--- config.mk ---
export PLATFORM = sky130hd
export DESIGN_NAME = sjt_front
export DESIGN_NICKNAME = d
export VERILOG_FILES = /design/src/rtl/sjt_pkg.sv /design/src/rtl/sjt_front.sv
export SDC_FILE = /design/constraint.sdc
export NUM_CORES = 2
export LEC_CHECK = 0
export ABC_AREA = 1
export BUFFER_PORTS_ARGS = -buffer_cell sky130_fd_sc_hd__buf_4
export CAP_MARGIN = 0
export CORE_MARGIN = 4
export CORE_UTILIZATION = 56
export DETAILED_ROUTE_END_ITERATION = 16
export PLACE_DENSITY = 0.9
export SYNTH_ARGS = -nofsm -noshare
export SYNTH_HDL_FRONTEND = slang
export SYNTH_SLANG_ARGS = --single-unit
--- constraint.sdc ---
create_clock -name clock -period 5.6 [get_ports clock]
set_input_delay 0.56 -clock clock [delete_from_list [all_inputs] [get_ports clock]]
set_output_delay 0.56 -clock clock [all_outputs]
set_load 0.01 [all_outputs]
--- src/rtl/sjt_pkg.sv ---
// Shared types, widths and constants of the screw joint transform core.
package sjt_pkg;

   localparam int QUEUE_DEPTH = 4;
   localparam int QPTR_W = $clog2(QUEUE_DEPTH);
   localparam int QCNT_W = $clog2(QUEUE_DEPTH + 1);

   localparam int CORDIC_STEPS = 20;

   localparam int W_Q = 32;
   localparam int W_W = 16;
   localparam int W_DEG = 26;
   localparam int W_D = 24;
   localparam int W_CORD = 35;
   localparam int W_WW = 32;
   localparam int W_V = 35;
   localparam int W_TH = 22;
   localparam int W_THR = 30;

   localparam logic signed [27:0] DEG_TO_RAD_Q32 = 28'sd74961321;
   localparam logic signed [W_CORD-1:0] CORDIC_GAIN_Q30 = 35'sd652032874;
   localparam logic signed [26:0] TURN_Q16 = 27'sd23592960;
   localparam logic signed [26:0] HALF_TURN_Q16 = 27'sd11796480;
   localparam logic signed [26:0] QUARTER_TURN_Q16 = 27'sd5898240;
   localparam logic signed [15:0] ONE_Q14 = 16'sd16384;

   localparam logic signed [W_CORD-1:0] ATAN_Q30 [CORDIC_STEPS] = '{
      35'sd843314857, 35'sd497837829, 35'sd263043837, 35'sd133525159,
      35'sd67021687, 35'sd33543516, 35'sd16775851, 35'sd8388437,
      35'sd4194283, 35'sd2097149, 35'sd1048576, 35'sd524288, 35'sd262144,
      35'sd131072, 35'sd65536, 35'sd32768, 35'sd16384, 35'sd8192,
      35'sd4096, 35'sd2048
   };

   // matrix entry n = 3*row + col: w w product index, skew axis and skew sign
   localparam int WW_IDX [9] = '{0, 1, 2, 1, 3, 4, 2, 4, 5};
   localparam int SK_K [9] = '{0, 2, 1, 2, 0, 0, 1, 0, 0};
   localparam logic SK_NEG [9] = '{1'b0, 1'b1, 1'b0, 1'b0, 1'b0, 1'b1, 1'b1, 1'b0, 1'b0};

   typedef struct packed {
      logic signed [W_Q-1:0] qx;
      logic signed [W_Q-1:0] qy;
      logic signed [W_Q-1:0] qz;
      logic signed [W_W-1:0] wx;
      logic signed [W_W-1:0] wy;
      logic signed [W_W-1:0] wz;
      logic signed [W_DEG-1:0] deg;
      logic signed [W_D-1:0] d;
      logic neg;
      logic ident;
   } item_type;

   typedef struct {
      logic signed [W_W-1:0] w [3];
      logic signed [W_WW-1:0] ww [6];
      logic signed [W_V-1:0] v [3];
      logic signed [W_TH-1:0] th;
      logic neg;
      logic ident;
   } side_type;

endpackage

--- src/rtl/sjt_front.sv ---
// Front end: accepts words, folds the angle, classifies the axis, holds the threshold.
module sjt_front (
   input  logic clock,
   input  logic reset,
   input  logic start,
   output logic busy,
   input  logic signed [31:0] req_point_x,
   input  logic signed [31:0] req_point_y,
   input  logic signed [31:0] req_point_z,
   input  logic signed [15:0] req_axis_x,
   input  logic signed [15:0] req_axis_y,
   input  logic signed [15:0] req_axis_z,
   input  logic signed [25:0] req_angle_deg,
   input  logic csr_valid,
   input  logic [sjt_pkg::W_THR-1:0] csr_data,
   input  logic [sjt_pkg::QCNT_W-1:0] queue_count,
   output logic push,
   output sjt_pkg::item_type push_item
);
   import sjt_pkg::*;

   logic [W_THR-1:0] thr_ff, thr_in;
   logic f1_vld_ff, f1_vld_in;
   item_type f1_item_ff, f1_item_in;
   logic [30:0] f1_sq_ff [3];
   logic [30:0] f1_sq_in [3];
   logic signed [31:0] sqx, sqy, sqz;
   logic signed [26:0] deg_x, r1;
   logic signed [26:0] dfold;
   logic nfold;
   logic [31:0] nsq;
   logic [QCNT_W:0] occupancy;
   logic accept;

   assign occupancy = {1'b0, queue_count} + (QCNT_W + 1)'(f1_vld_ff);
   assign busy = occupancy >= (QCNT_W + 1)'(QUEUE_DEPTH);
   assign accept = start & ~busy;

   assign sqx = req_axis_x * req_axis_x;
   assign sqy = req_axis_y * req_axis_y;
   assign sqz = req_axis_z * req_axis_z;

   always_comb begin
      deg_x = 27'(req_angle_deg);
      if (deg_x > HALF_TURN_Q16) begin
         r1 = deg_x - TURN_Q16;
      end else if (deg_x < -HALF_TURN_Q16) begin
         r1 = deg_x + TURN_Q16;
      end else begin
         r1 = deg_x;
      end
      if (r1 > QUARTER_TURN_Q16) begin
         dfold = r1 - HALF_TURN_Q16;
         nfold = 1'b1;
      end else if (r1 < -QUARTER_TURN_Q16) begin
         dfold = r1 + HALF_TURN_Q16;
         nfold = 1'b1;
      end else begin
         dfold = r1;
         nfold = 1'b0;
      end
   end

   always_comb begin
      thr_in = csr_valid ? csr_data : thr_ff;
      f1_vld_in = accept;
      f1_item_in.qx = req_point_x;
      f1_item_in.qy = req_point_y;
      f1_item_in.qz = req_point_z;
      f1_item_in.wx = req_axis_x;
      f1_item_in.wy = req_axis_y;
      f1_item_in.wz = req_axis_z;
      f1_item_in.deg = req_angle_deg;
      f1_item_in.d = dfold[W_D-1:0];
      f1_item_in.neg = nfold;
      f1_item_in.ident = 1'b0;
      f1_sq_in[0] = sqx[30:0];
      f1_sq_in[1] = sqy[30:0];
      f1_sq_in[2] = sqz[30:0];
   end

   always_ff @(posedge clock) begin
      if (reset) begin
         thr_ff <= '0;
         f1_vld_ff <= 1'b0;
      end else begin
         thr_ff <= thr_in;
         f1_vld_ff <= f1_vld_in;
      end
      f1_item_ff <= f1_item_in;
      f1_sq_ff <= f1_sq_in;
   end

   assign nsq = {1'b0, f1_sq_ff[0]} + {1'b0, f1_sq_ff[1]} + {1'b0, f1_sq_ff[2]};

   always_comb begin
      push_item = f1_item_ff;
      push_item.ident = nsq <= {2'b00, thr_ff};
   end
   assign push = f1_vld_ff;

endmodule

==> results_dict.tcl <==
set metrics [dict create \
    htree_levels 2 \
    ys_seq_area_frac 0.160 \
    cts_tree "yes" \
    required_ns 6.10 \
    worst_slew_pin_slew_ns 0.906 \
    fin_crit_sh 0.985 \
    postSynthCellCount 4172 \
    r2r_start "push$_SDFF_PP0_" \
    place_hpwl_mm 86.7 \
    hold_viol_final 0 \
    cts_sinks 295 \
    cts_root_buf "clkbuf_16" \
    viasPerCell 5.22 \
    syn_area_per_cell_um2 8.84 \
    max_slew_margin 0.395 \
    yosysWarnings 0 \
    start_util 0.569 \
    drc 0 \
    clock_skew_ns 0 \
    fp.dieH_um 265 \
    clock_latency_ns 0.55 \
    clk_pin_slew_ns 0.07 \
    crit_fanout 9 \
    dp.cells 5610 \
    r2r_cells 2 \
    grt_pass1_vias 32218 \
    drt_iter0_markers 2191 \
    clock.fmax_mhz 181 \
    cts-hold-fix-buffers 0 \
    endpoint "f1_sq_ff[57]$_DFF_P_" \
    cp-startpoint "req_axis_y[3]" \
    synth_top_area_share 0.389 \
    synth_common_cells "inv_1, fa_1, nand2_1, ha_1, dfxtp_1" \
    cp-start-kind "primary input" \
    rsz0062_at_grt "yes" \
    crit_type "primary input to flop" \
    synth.distinct_cells 43 \
    routed_wl_mm 101 \
    setup_viol 0 \
    wl_per_cell_um 17.8 \
    antenna_cells 0 \
    async_reset_ff_frac 0 \
    drv_cap 0 \
    post-synth-top-count-cell "inv_1" \
    synthToLayoutAreaGrowth_pct 19.7 \
    syn_area_mm2 0.0369 \
    rows 93 \
    antenna_found_initial 1 \
    finalCriticalPeriod_ns 5.51 \
    grt_usage 0.290 \
    layoutNonFillerInstCount 5674 \
    layout-drive-gt1-share 0.173 \
    ys_ff_latch 295 \
    synth_area_leaders "fa_1, dfxtp_1, inv_1, ha_1, nand2_1" \
    grt_pass1_wl_mm 163 \
    timing.hold.worst.class "primary input to flop" \
    placed_area_mm2 0.0429 \
    synth_top_area_cell "fa_1" \
    gp_congestion 0.945 \
    numPortBuffers 404 \
    io_pins 405 \
    slew_viol_final 0 \
    fin_area_mm2 0.0441 \
    ant_nets 0 \
    crit_arrival_ns 6.02 \
    die-area_mm2 0.0700 \
    r2r_slack_ns 4.59 \
    num_vias 29594 \
    die_x_um 265 \
    status "finished clean" \
    clockBufferDepth 3 \
    first_pass_iters 7 \
    coreArea_mm2 0.0648 \
    synthFlopType "dfxtp_1" \
    synth_edf_count 0 \
    gr-total-overflow 0 \
    final_nets 6042 \
    r2r-end "push$_SDFF_PP0_" \
    critPathCaptureType "flop" \
    tns_ns 0 \
    grt_start_max_net_pins 60 \
    cts_buffers 36 \
]
## cell type report
cell class	count	area, um^2
clock buffer	46	1020
clock inverter	17	184
fill	4589	20700
inverter	1231	4620
multi-input combinational	2518	26000
sequential	295	5910
tap	855	1070
timing repair buffer	712	5380
## per-layer routing
layer,vias to the layer above,wire length (um),GRT usage
met4,0,5800,0.138
met5,-,0,0
met2,1418,52100,0.526
li1,13375,-,-
met3,363,7570,0.0402
met1,14438,35800,0.339
## worst max-delay path: stages
cell and delay (ns):
buf_4 0.16, nand2_1 0.07, inv_1 0.06, fa_2 0.68
inv_1 0.09, fa_1 0.50, inv_2 0.17, fa_1 0.47
fa_1 0.58, fa_1 0.46, fa_1 0.48, ha_1 0.36
nand2_2 0.10, nor4_4 0.31, nand2_1 0.08, o211ai_1 0.37
nand2_1 0.13, nand2_1 0.13, buf_4 0.12, xor2_1 0.15
## layout by cell type (no fill, tap or decap), drive strengths merged, types with 8 or more instances in the layout
cell	instances
inv	1232
ha	324
xor2	113
a21oi	150
nor2	177
a21boi	8
clkbuf	46
nand4	11
nor4	11
o21ai	79
fa	717
or2	8
a31o	8
o21bai	19
xnor2	62
nand2	660
a211oi	33
nor3	19
dfxtp	295
a21o	12
clkinv	11
buf	712
nand3	65
o21a	9
## stage by stage
| stage | hold slack (ns) | worst slack (ns) | utilization |
|---|---|---|---|
| after floorplan | 0.439 | -0.0610 | - |
| after global placement | 0.462 | -0.357 | 0.662 |
| after detailed placement | 0.465 | -0.417 | 0.662 |
| after CTS | 0.0742 | 0.0719 | 0.680 |
| after global routing | 0.0863 | -0.117 | 0.681 |
| final | 0.105 | 0.0862 | 0.681 |
## what timing repair did
action,4_1_cts,5_1_grt
resized for setup,0,10
setup endpoints to repair,0,8
buffers inserted,0,1
## cell families (layout without fill, tap and decap cells)
family,count (synthesis),after routing,share of synthesized area
simple gates,959,959,0.104
flops,295,295,0.160
xor+xnor,175,175,0.0416
buf+inv,1360,2006,0.141
fa+ha+maj,1041,1041,0.499
compound gates,340,340,0.0545
other cells,2,3,0.000204
## state kept, by name, indices dropped and copies added, names as in the netlist
register   count
push           1
thr_ff        30
f1_sq_ff      90
push_item    174
## worst min-delay path by stage
stage | to | slack, ns | startpoint | cells past startpoint
floorplan | thr_ff[29]$_SDFFE_PP0P_ | 0.44 | thr_ff[29]$_SDFFE_PP0P_ | 2
global placement | thr_ff[18]$_SDFFE_PP0P_ | 0.46 | thr_ff[18]$_SDFFE_PP0P_ | 2
detailed placement | thr_ff[18]$_SDFFE_PP0P_ | 0.46 | thr_ff[18]$_SDFFE_PP0P_ | 2
CTS | push_item[191]$_DFF_P_ | 0.07 | req_point_x[27] | 1
global route | push_item[176]$_DFF_P_ | 0.09 | req_point_x[12] | 1
finish | push_item[114]$_DFF_P_ | 0.10 | req_point_z[14] | 1
Power is left out: the tool's default activity adds up to more than one toggle a clock period on the data nets, which glitch-free logic cannot reach.
