File: src/rtl/sjt_pkg.sv
// Shared types, widths and constants of the screw joint transform core.
package sjt_pkg;

   localparam int QUEUE_DEPTH = 4;
   localparam int QPTR_W = $clog2(QUEUE_DEPTH);
   localparam int QCNT_W = $clog2(QUEUE_DEPTH + 1);

   localparam int CORDIC_STEPS = 20;

   localparam int W_Q = 32;
   localparam int W_W = 16;
   localparam int W_DEG = 26;
   localparam int W_D = 24;
   localparam int W_CORD = 35;
   localparam int W_WW = 32;
   localparam int W_V = 35;
   localparam int W_TH = 22;
   localparam int W_THR = 30;

   localparam logic signed [27:0] DEG_TO_RAD_Q32 = 28'sd74961321;
   localparam logic signed [W_CORD-1:0] CORDIC_GAIN_Q30 = 35'sd652032874;
   localparam logic signed [26:0] TURN_Q16 = 27'sd23592960;
   localparam logic signed [26:0] HALF_TURN_Q16 = 27'sd11796480;
   localparam logic signed [26:0] QUARTER_TURN_Q16 = 27'sd5898240;
   localparam logic signed [15:0] ONE_Q14 = 16'sd16384;

   localparam logic signed [W_CORD-1:0] ATAN_Q30 [CORDIC_STEPS] = '{
      35'sd843314857, 35'sd497837829, 35'sd263043837, 35'sd133525159,
      35'sd67021687, 35'sd33543516, 35'sd16775851, 35'sd8388437,
      35'sd4194283, 35'sd2097149, 35'sd1048576, 35'sd524288, 35'sd262144,
      35'sd131072, 35'sd65536, 35'sd32768, 35'sd16384, 35'sd8192,
      35'sd4096, 35'sd2048
   };

   // matrix entry n = 3*row + col: w w product index, skew axis and skew sign
   localparam int WW_IDX [9] = '{0, 1, 2, 1, 3, 4, 2, 4, 5};
   localparam int SK_K [9] = '{0, 2, 1, 2, 0, 0, 1, 0, 0};
   localparam logic SK_NEG [9] = '{1'b0, 1'b1, 1'b0, 1'b0, 1'b0, 1'b1, 1'b1, 1'b0, 1'b0};

   typedef struct packed {
      logic signed [W_Q-1:0] qx;
      logic signed [W_Q-1:0] qy;
      logic signed [W_Q-1:0] qz;
      logic signed [W_W-1:0] wx;
      logic signed [W_W-1:0] wy;
      logic signed [W_W-1:0] wz;
      logic signed [W_DEG-1:0] deg;
      logic signed [W_D-1:0] d;
      logic neg;
      logic ident;
   } item_type;

   typedef struct {
      logic signed [W_W-1:0] w [3];
      logic signed [W_WW-1:0] ww [6];
      logic signed [W_V-1:0] v [3];
      logic signed [W_TH-1:0] th;
      logic neg;
      logic ident;
   } side_type;

endpackage

File: src/rtl/sjt_queue.sv
// Short queue between the front end and the back end.
module sjt_queue (
   input  logic clock,
   input  logic reset,
   input  logic push,
   input  sjt_pkg::item_type push_item,
   input  logic pop,
   output sjt_pkg::item_type pop_item,
   output logic empty,
   output logic [sjt_pkg::QCNT_W-1:0] count
);
   import sjt_pkg::*;

   item_type mem_ff [QUEUE_DEPTH];
   logic [QPTR_W-1:0] wr_ptr_ff, wr_ptr_in, rd_ptr_ff, rd_ptr_in;
   logic [QCNT_W-1:0] cnt_ff, cnt_in;

   always_comb begin
      wr_ptr_in = push ? wr_ptr_ff + QPTR_W'(1) : wr_ptr_ff;
      rd_ptr_in = pop ? rd_ptr_ff + QPTR_W'(1) : rd_ptr_ff;
      cnt_in = cnt_ff + QCNT_W'(push) - QCNT_W'(pop);
   end

   always_ff @(posedge clock) begin
      if (reset) begin
         wr_ptr_ff <= '0;
         rd_ptr_ff <= '0;
         cnt_ff <= '0;
      end else begin
         wr_ptr_ff <= wr_ptr_in;
         rd_ptr_ff <= rd_ptr_in;
         cnt_ff <= cnt_in;
      end
      if (push) begin
         mem_ff[wr_ptr_ff] <= push_item;
      end
   end

   assign pop_item = mem_ff[rd_ptr_ff];
   assign empty = cnt_ff == '0;
   assign count = cnt_ff;

endmodule

File: config.mk
export PLATFORM = sky130hd
export DESIGN_NAME = sjt_queue
export DESIGN_NICKNAME = d
export VERILOG_FILES = /design/src/rtl/sjt_pkg.sv /design/src/rtl/sjt_queue.sv
export SDC_FILE = /design/constraint.sdc
export NUM_CORES = 1
export LEC_CHECK = 0
export BUFFER_PORTS_ARGS = -buffer_cell sky130_fd_sc_hd__buf_4
export CORE_MARGIN = 2
export CORE_UTILIZATION = 25
export CTS_BUF_LIST = sky130_fd_sc_hd__clkbuf_2
export DETAILED_ROUTE_END_ITERATION = 6
export PLACE_DENSITY = 0.44
export SLEW_MARGIN = 30
export SYNTH_ARGS = -nofsm -noshare
export SYNTH_HDL_FRONTEND = slang
export SYNTH_SLANG_ARGS = --single-unit
export TNS_END_PERCENT = 5
File: constraint.sdc
create_clock -name clock -period 8.15 [get_ports clock]
set_input_delay 1.2225 -clock clock [delete_from_list [all_inputs] [get_ports clock]]
set_output_delay 1.2225 -clock clock [all_outputs]
set_load 0.02 [all_outputs]
==> results.md <==
- The number of antenna violations at the first check in global routing is 9.
- The synthesized netlist net count is approximately 1300.
- Sorting the synthesized cells by how often they occur yields sky130_fd_sc_hd__edfxtp_1 (784), sky130_fd_sc_hd__mux4_2 (196), sky130_fd_sc_hd__buf_2 (21).
- Routability-driven placement finished with a final weighted congestion of between 0.6 and 0.7.
- Measured along the x axis, the die boundary spans roughly 340 um.
- The worst setup path endpoint is pop_item[136].
- The gate count of the mapped netlist is between 1000 and 1500.
- The number of synthesized flops with an enable pin is between 700 and 800.
- The cell with the biggest individual delay on the critical path is sky130_fd_sc_hd__dfxtp_4.
- The startpoint type of the worst setup path is a flop.
- The top-level port count is 400.
- The number of synthesized register bits is between 700 and 800.
- The total design power is 8.70 mW.
- The number of standard cells in the layout, taps in and fillers out is between 3000 and 4000.
- Input and output buffers added on the ports amount to between 300 and 400.
- For this run, asynchronously set or reset flops after synthesis account for 0%.
- For this run, the total global-route usage over all layers was measured as ~11%.
- The cell count after placement is ~2900.
- The root buffer cell is sky130_fd_sc_hd__clkbuf_2.
- The worst reg-to-reg path cell count is 3.
- Across the VDD grid, the largest voltage drop is 0.134 mV.
- Using the TritonRoute via totals, the vias-per-cell ratio works out to between 4 and 5.
- After clock tree synthesis, the clock-pin slew on the worst setup and hold paths is around 0.090 ns.
- The final critical path time including I/O delays and setup is 5.10 ns.
- The most used flip-flop cell after synthesis is sky130_fd_sc_hd__edfxtp_1.
- The standard-cell row count is between 100 and 150.
- The total count of hold-check failures in the final report is 0.
- The die outline height is roughly 340 um.
- At the worst endpoint, the required time is between 6 and 7 ns.
- After detailed routing, the number of remaining DRC violations is 0.
- The maximum number of pins on one net before global-route repair is about 110.
- The run finished with clean final reports.
- The clock latency reported for the late side of the worst-skew pair is approximately 1.5 ns.
- The worst register-to-register path begins at wr_ptr_ff[0].
- sky130_fd_sc_hd__edfxtp_1 takes more of the synthesized area than any other cell.
- The type of the tightest min-delay check is primary input to flop.
- The synthesized netlist occupies a cell area of between 20000 and 30000 sq um.
- The total clock buffers created by CTS is approximately 210.
- The length of the first detailed-routing pass in iterations is 4.
- Setup repair after global routing left no endpoint under its margin.
- Measured against its own limit, the worst slew margin works out to a little under two fifths.
- The synthesis warning total is 0.
- The area of the placeable core is 114000 sq um.
- Cells fill 32.8% of the core in the end.
- Yosys attributes the largest share of cell area to sky130_fd_sc_hd__edfxtp_1 (82%), sky130_fd_sc_hd__mux4_2 (15%), sky130_fd_sc_hd__buf_6 (0.67%).
- The worst clock skew is ~0.059 ns.
- For this run the aggregate overflow at the end of global routing stands at 0.
- The signal on the critical path passes through buf_4, mux4_2, buf_4.
- The die covers between 100000 and 150000 sq um.
- Summed over all cells, the static leakage comes to about 13 nW.
- The count of endpoints failing setup in the final report is 0.
- The worst stage delay on the critical path is 0.89 ns.
- The number of buffers between clock root and the deepest sink is 3.
- The aggregate negative setup slack is 0 ns.
- The initial core utilization is roughly a quarter.
- The top achievable clock speed is just under 0.2 GHz.
- In this run the number of H-tree levels came out at 4.
- The synthesized design devotes to its leading area cell type between 80% and 90% of total area.
- The power per cell area is between 200 and 250 nW/um^2.
- The smallest setup slack after layout is ~3.0 ns.
- Yosys instantiated no cell more often than sky130_fd_sc_hd__edfxtp_1.
- After detailed routing, the average wire length per cell comes to about 19 um.
- The worst setup path is captured at an output port.
- The final count of pins violating max slew is 0.
- The overall routed net length is approximately 66000 um.
- The endpoint identified for the worst register-to-register timing path is mem_ff[3][146].
- For the pin with the worst max-slew slack, the measured transition is about 0.95 ns.
- The first global-routing pass estimated 97000 um of wire.
- The netlist uses 19 different library cells.
- The number of sinks driven by the clock tree is a little under 800.
- The critical path start-end classification is flop to output port.
- TritonCTS built the clock tree.
- The post-route clock period utilization is between 60% and 70%.
- The antenna violation net count after detailed routing is 0.
- The layout overhead on the synthesized area is 30.4%.
- By instance count, the cell type seen most on the critical path is sky130_fd_sc_hd__buf_4.
- STA puts the critical path data arrival time at 3.88 ns.
- The number of global-route vias before repair was ~16000.
- The post-route netlist has a little under half of its cells at a drive strength greater than 1.
- The max-cap check violation count is 0.
- The half-perimeter wire length of the detailed placement result is about 37000 um.
- Setup slack on the worst reg-to-reg path comes out at about 5.7 ns.
- Buffers added to address setup during post-CTS repair amount to 0.
- In the final design database the tool counted approximately 2000 nets.
- The top fanout value on the critical path is 52.
- The mean area per synthesized cell is about 27 sq um.
- For this block, the via count after detailed routing is approximately 14000.
- The minimum setup slack after placement is ~4.4 ns.
- The DRC marker count from the first detailed-route iteration is ~670.
- The share of the Yosys chip area taken by registers is 82.6%.
## critical path, delay by kind of cell (launching register included)
family                 cells  cell delay [ns]
buffers and inverters      2             0.99
DFF                        1             0.89
muxes                      1             0.43
## stage by stage
stage | hold slack (ns) | area [sq um]
2_1_floorplan | 0.492 | 28700
3_3_place_gp | 0.502 | 33500
3_5_place_dp | 0.512 | 33500
4_1_cts | 0.143 | 37400
5_1_grt | 0.127 | 37400
6_report | 0.471 | 37400
## worst min path at each step
stage / from / end / depth (start not counted)
6_report: push_item[70] / mem_ff[2][70] / 2
5_1_grt: push_item[106] / mem_ff[0][106] / 2
4_1_cts: push_item[70] / mem_ff[2][70] / 2
3_5_place_dp: rd_ptr_ff[1] / flop / 2
3_3_place_gp: rd_ptr_ff[1] / flop / 2
2_1_floorplan: rd_ptr_ff[1] / flop / 2
## layer usage
| layer | part of all wire (%) | vias up | GRT usage [%] |
|---|---|---|---|
| met2 | 49 | 473 | 18.3 |
| li1 | - | 6310 | - |
| met3 | 8.2 | 145 | 4.54 |
| met5 | 0.12 | - | 0 |
| met4 | 2.6 | 12 | 4.85 |
| met1 | 40 | 7485 | 12.9 |
## final cells by class
class | instances | area (sq um)
timing repair buffer | 611 | 5190
antenna | 11 | 27.5
inverter | 6 | 22.5
sequential | 793 | 23700
multi-input combinational | 222 | 4650
clock inverter | 54 | 430
clock buffer | 297 | 1490
tap | 1512 | 1890
fill | 11100 | 76800
## power by group
group | switching (mW) | leakage, nW | internal (mW) | total, mW
logic | 0.616 | 4.05 | 0.545 | 1.16
registers | 0.0524 | 7.28 | 4.68 | 4.74
clock network | 1.59 | 1.43 | 1.20 | 2.80
total | 2.26 | 12.8 | 6.43 | 8.70
## state kept, by name (all words and copies together) (netlist names), named ones only
signal and count:
count 3, mem_ff 784, rd_ptr_ff 2, wr_ptr_ff 2
## cells by family after synthesis
family                     Yosys count  synth area share, %
DFF                                793                 82.6
muxes                              197                 15.4
buffers and inverters               50                 1.19
and+or+nand+nor                     13                0.240
adders and majority gates            7                0.331
xor gates and xnor gates             3                0.144
AOI/OAI and AO/OA                    2               0.0523
## layout by cell type (no fill, tap or decap)
cell | netlist | layout
sky130_fd_sc_hd__buf_16 | 0 | 1
sky130_fd_sc_hd__buf_12 | 0 | 7
sky130_fd_sc_hd__and2_4 | 0 | 4
sky130_fd_sc_hd__diode_2 | 0 | 11
sky130_fd_sc_hd__clkbuf_2 | 0 | 297
sky130_fd_sc_hd__nor2b_1 | 2 | 2
sky130_fd_sc_hd__edfxtp_1 | 784 | 784
sky130_fd_sc_hd__dfxtp_4 | 0 | 2
sky130_fd_sc_hd__clkinv_1 | 0 | 34
sky130_fd_sc_hd__buf_4 | 0 | 404
sky130_fd_sc_hd__xor3_1 | 1 | 1
sky130_fd_sc_hd__inv_1 | 6 | 6
sky130_fd_sc_hd__a21oi_1 | 1 | 1
sky130_fd_sc_hd__a21bo_2 | 1 | 1
sky130_fd_sc_hd__inv_6 | 0 | 5
sky130_fd_sc_hd__clkinv_4 | 0 | 1
sky130_fd_sc_hd__nor2_1 | 5 | 5
sky130_fd_sc_hd__dlygate4sd3_1 | 0 | 199
sky130_fd_sc_hd__dfxtp_1 | 9 | 7
sky130_fd_sc_hd__fa_1 | 1 | 1
sky130_fd_sc_hd__ha_1 | 6 | 6
sky130_fd_sc_hd__clkinv_2 | 0 | 5
sky130_fd_sc_hd__xnor2_1 | 2 | 2
sky130_fd_sc_hd__mux4_2 | 196 | 196
sky130_fd_sc_hd__nand3b_1 | 1 | 1
sky130_fd_sc_hd__mux2i_1 | 1 | 1
sky130_fd_sc_hd__nor3_1 | 1 | 1
sky130_fd_sc_hd__bufinv_16 | 0 | 7
sky130_fd_sc_hd__clkinvlp_4 | 0 | 2
## timing repair
item | in CTS | in global routing
hold buffers | 199 | 0
endpoints found under the hold margin | 793 | 0
resized for setup | 0 | 0
(Power assumes the default switching activity.)
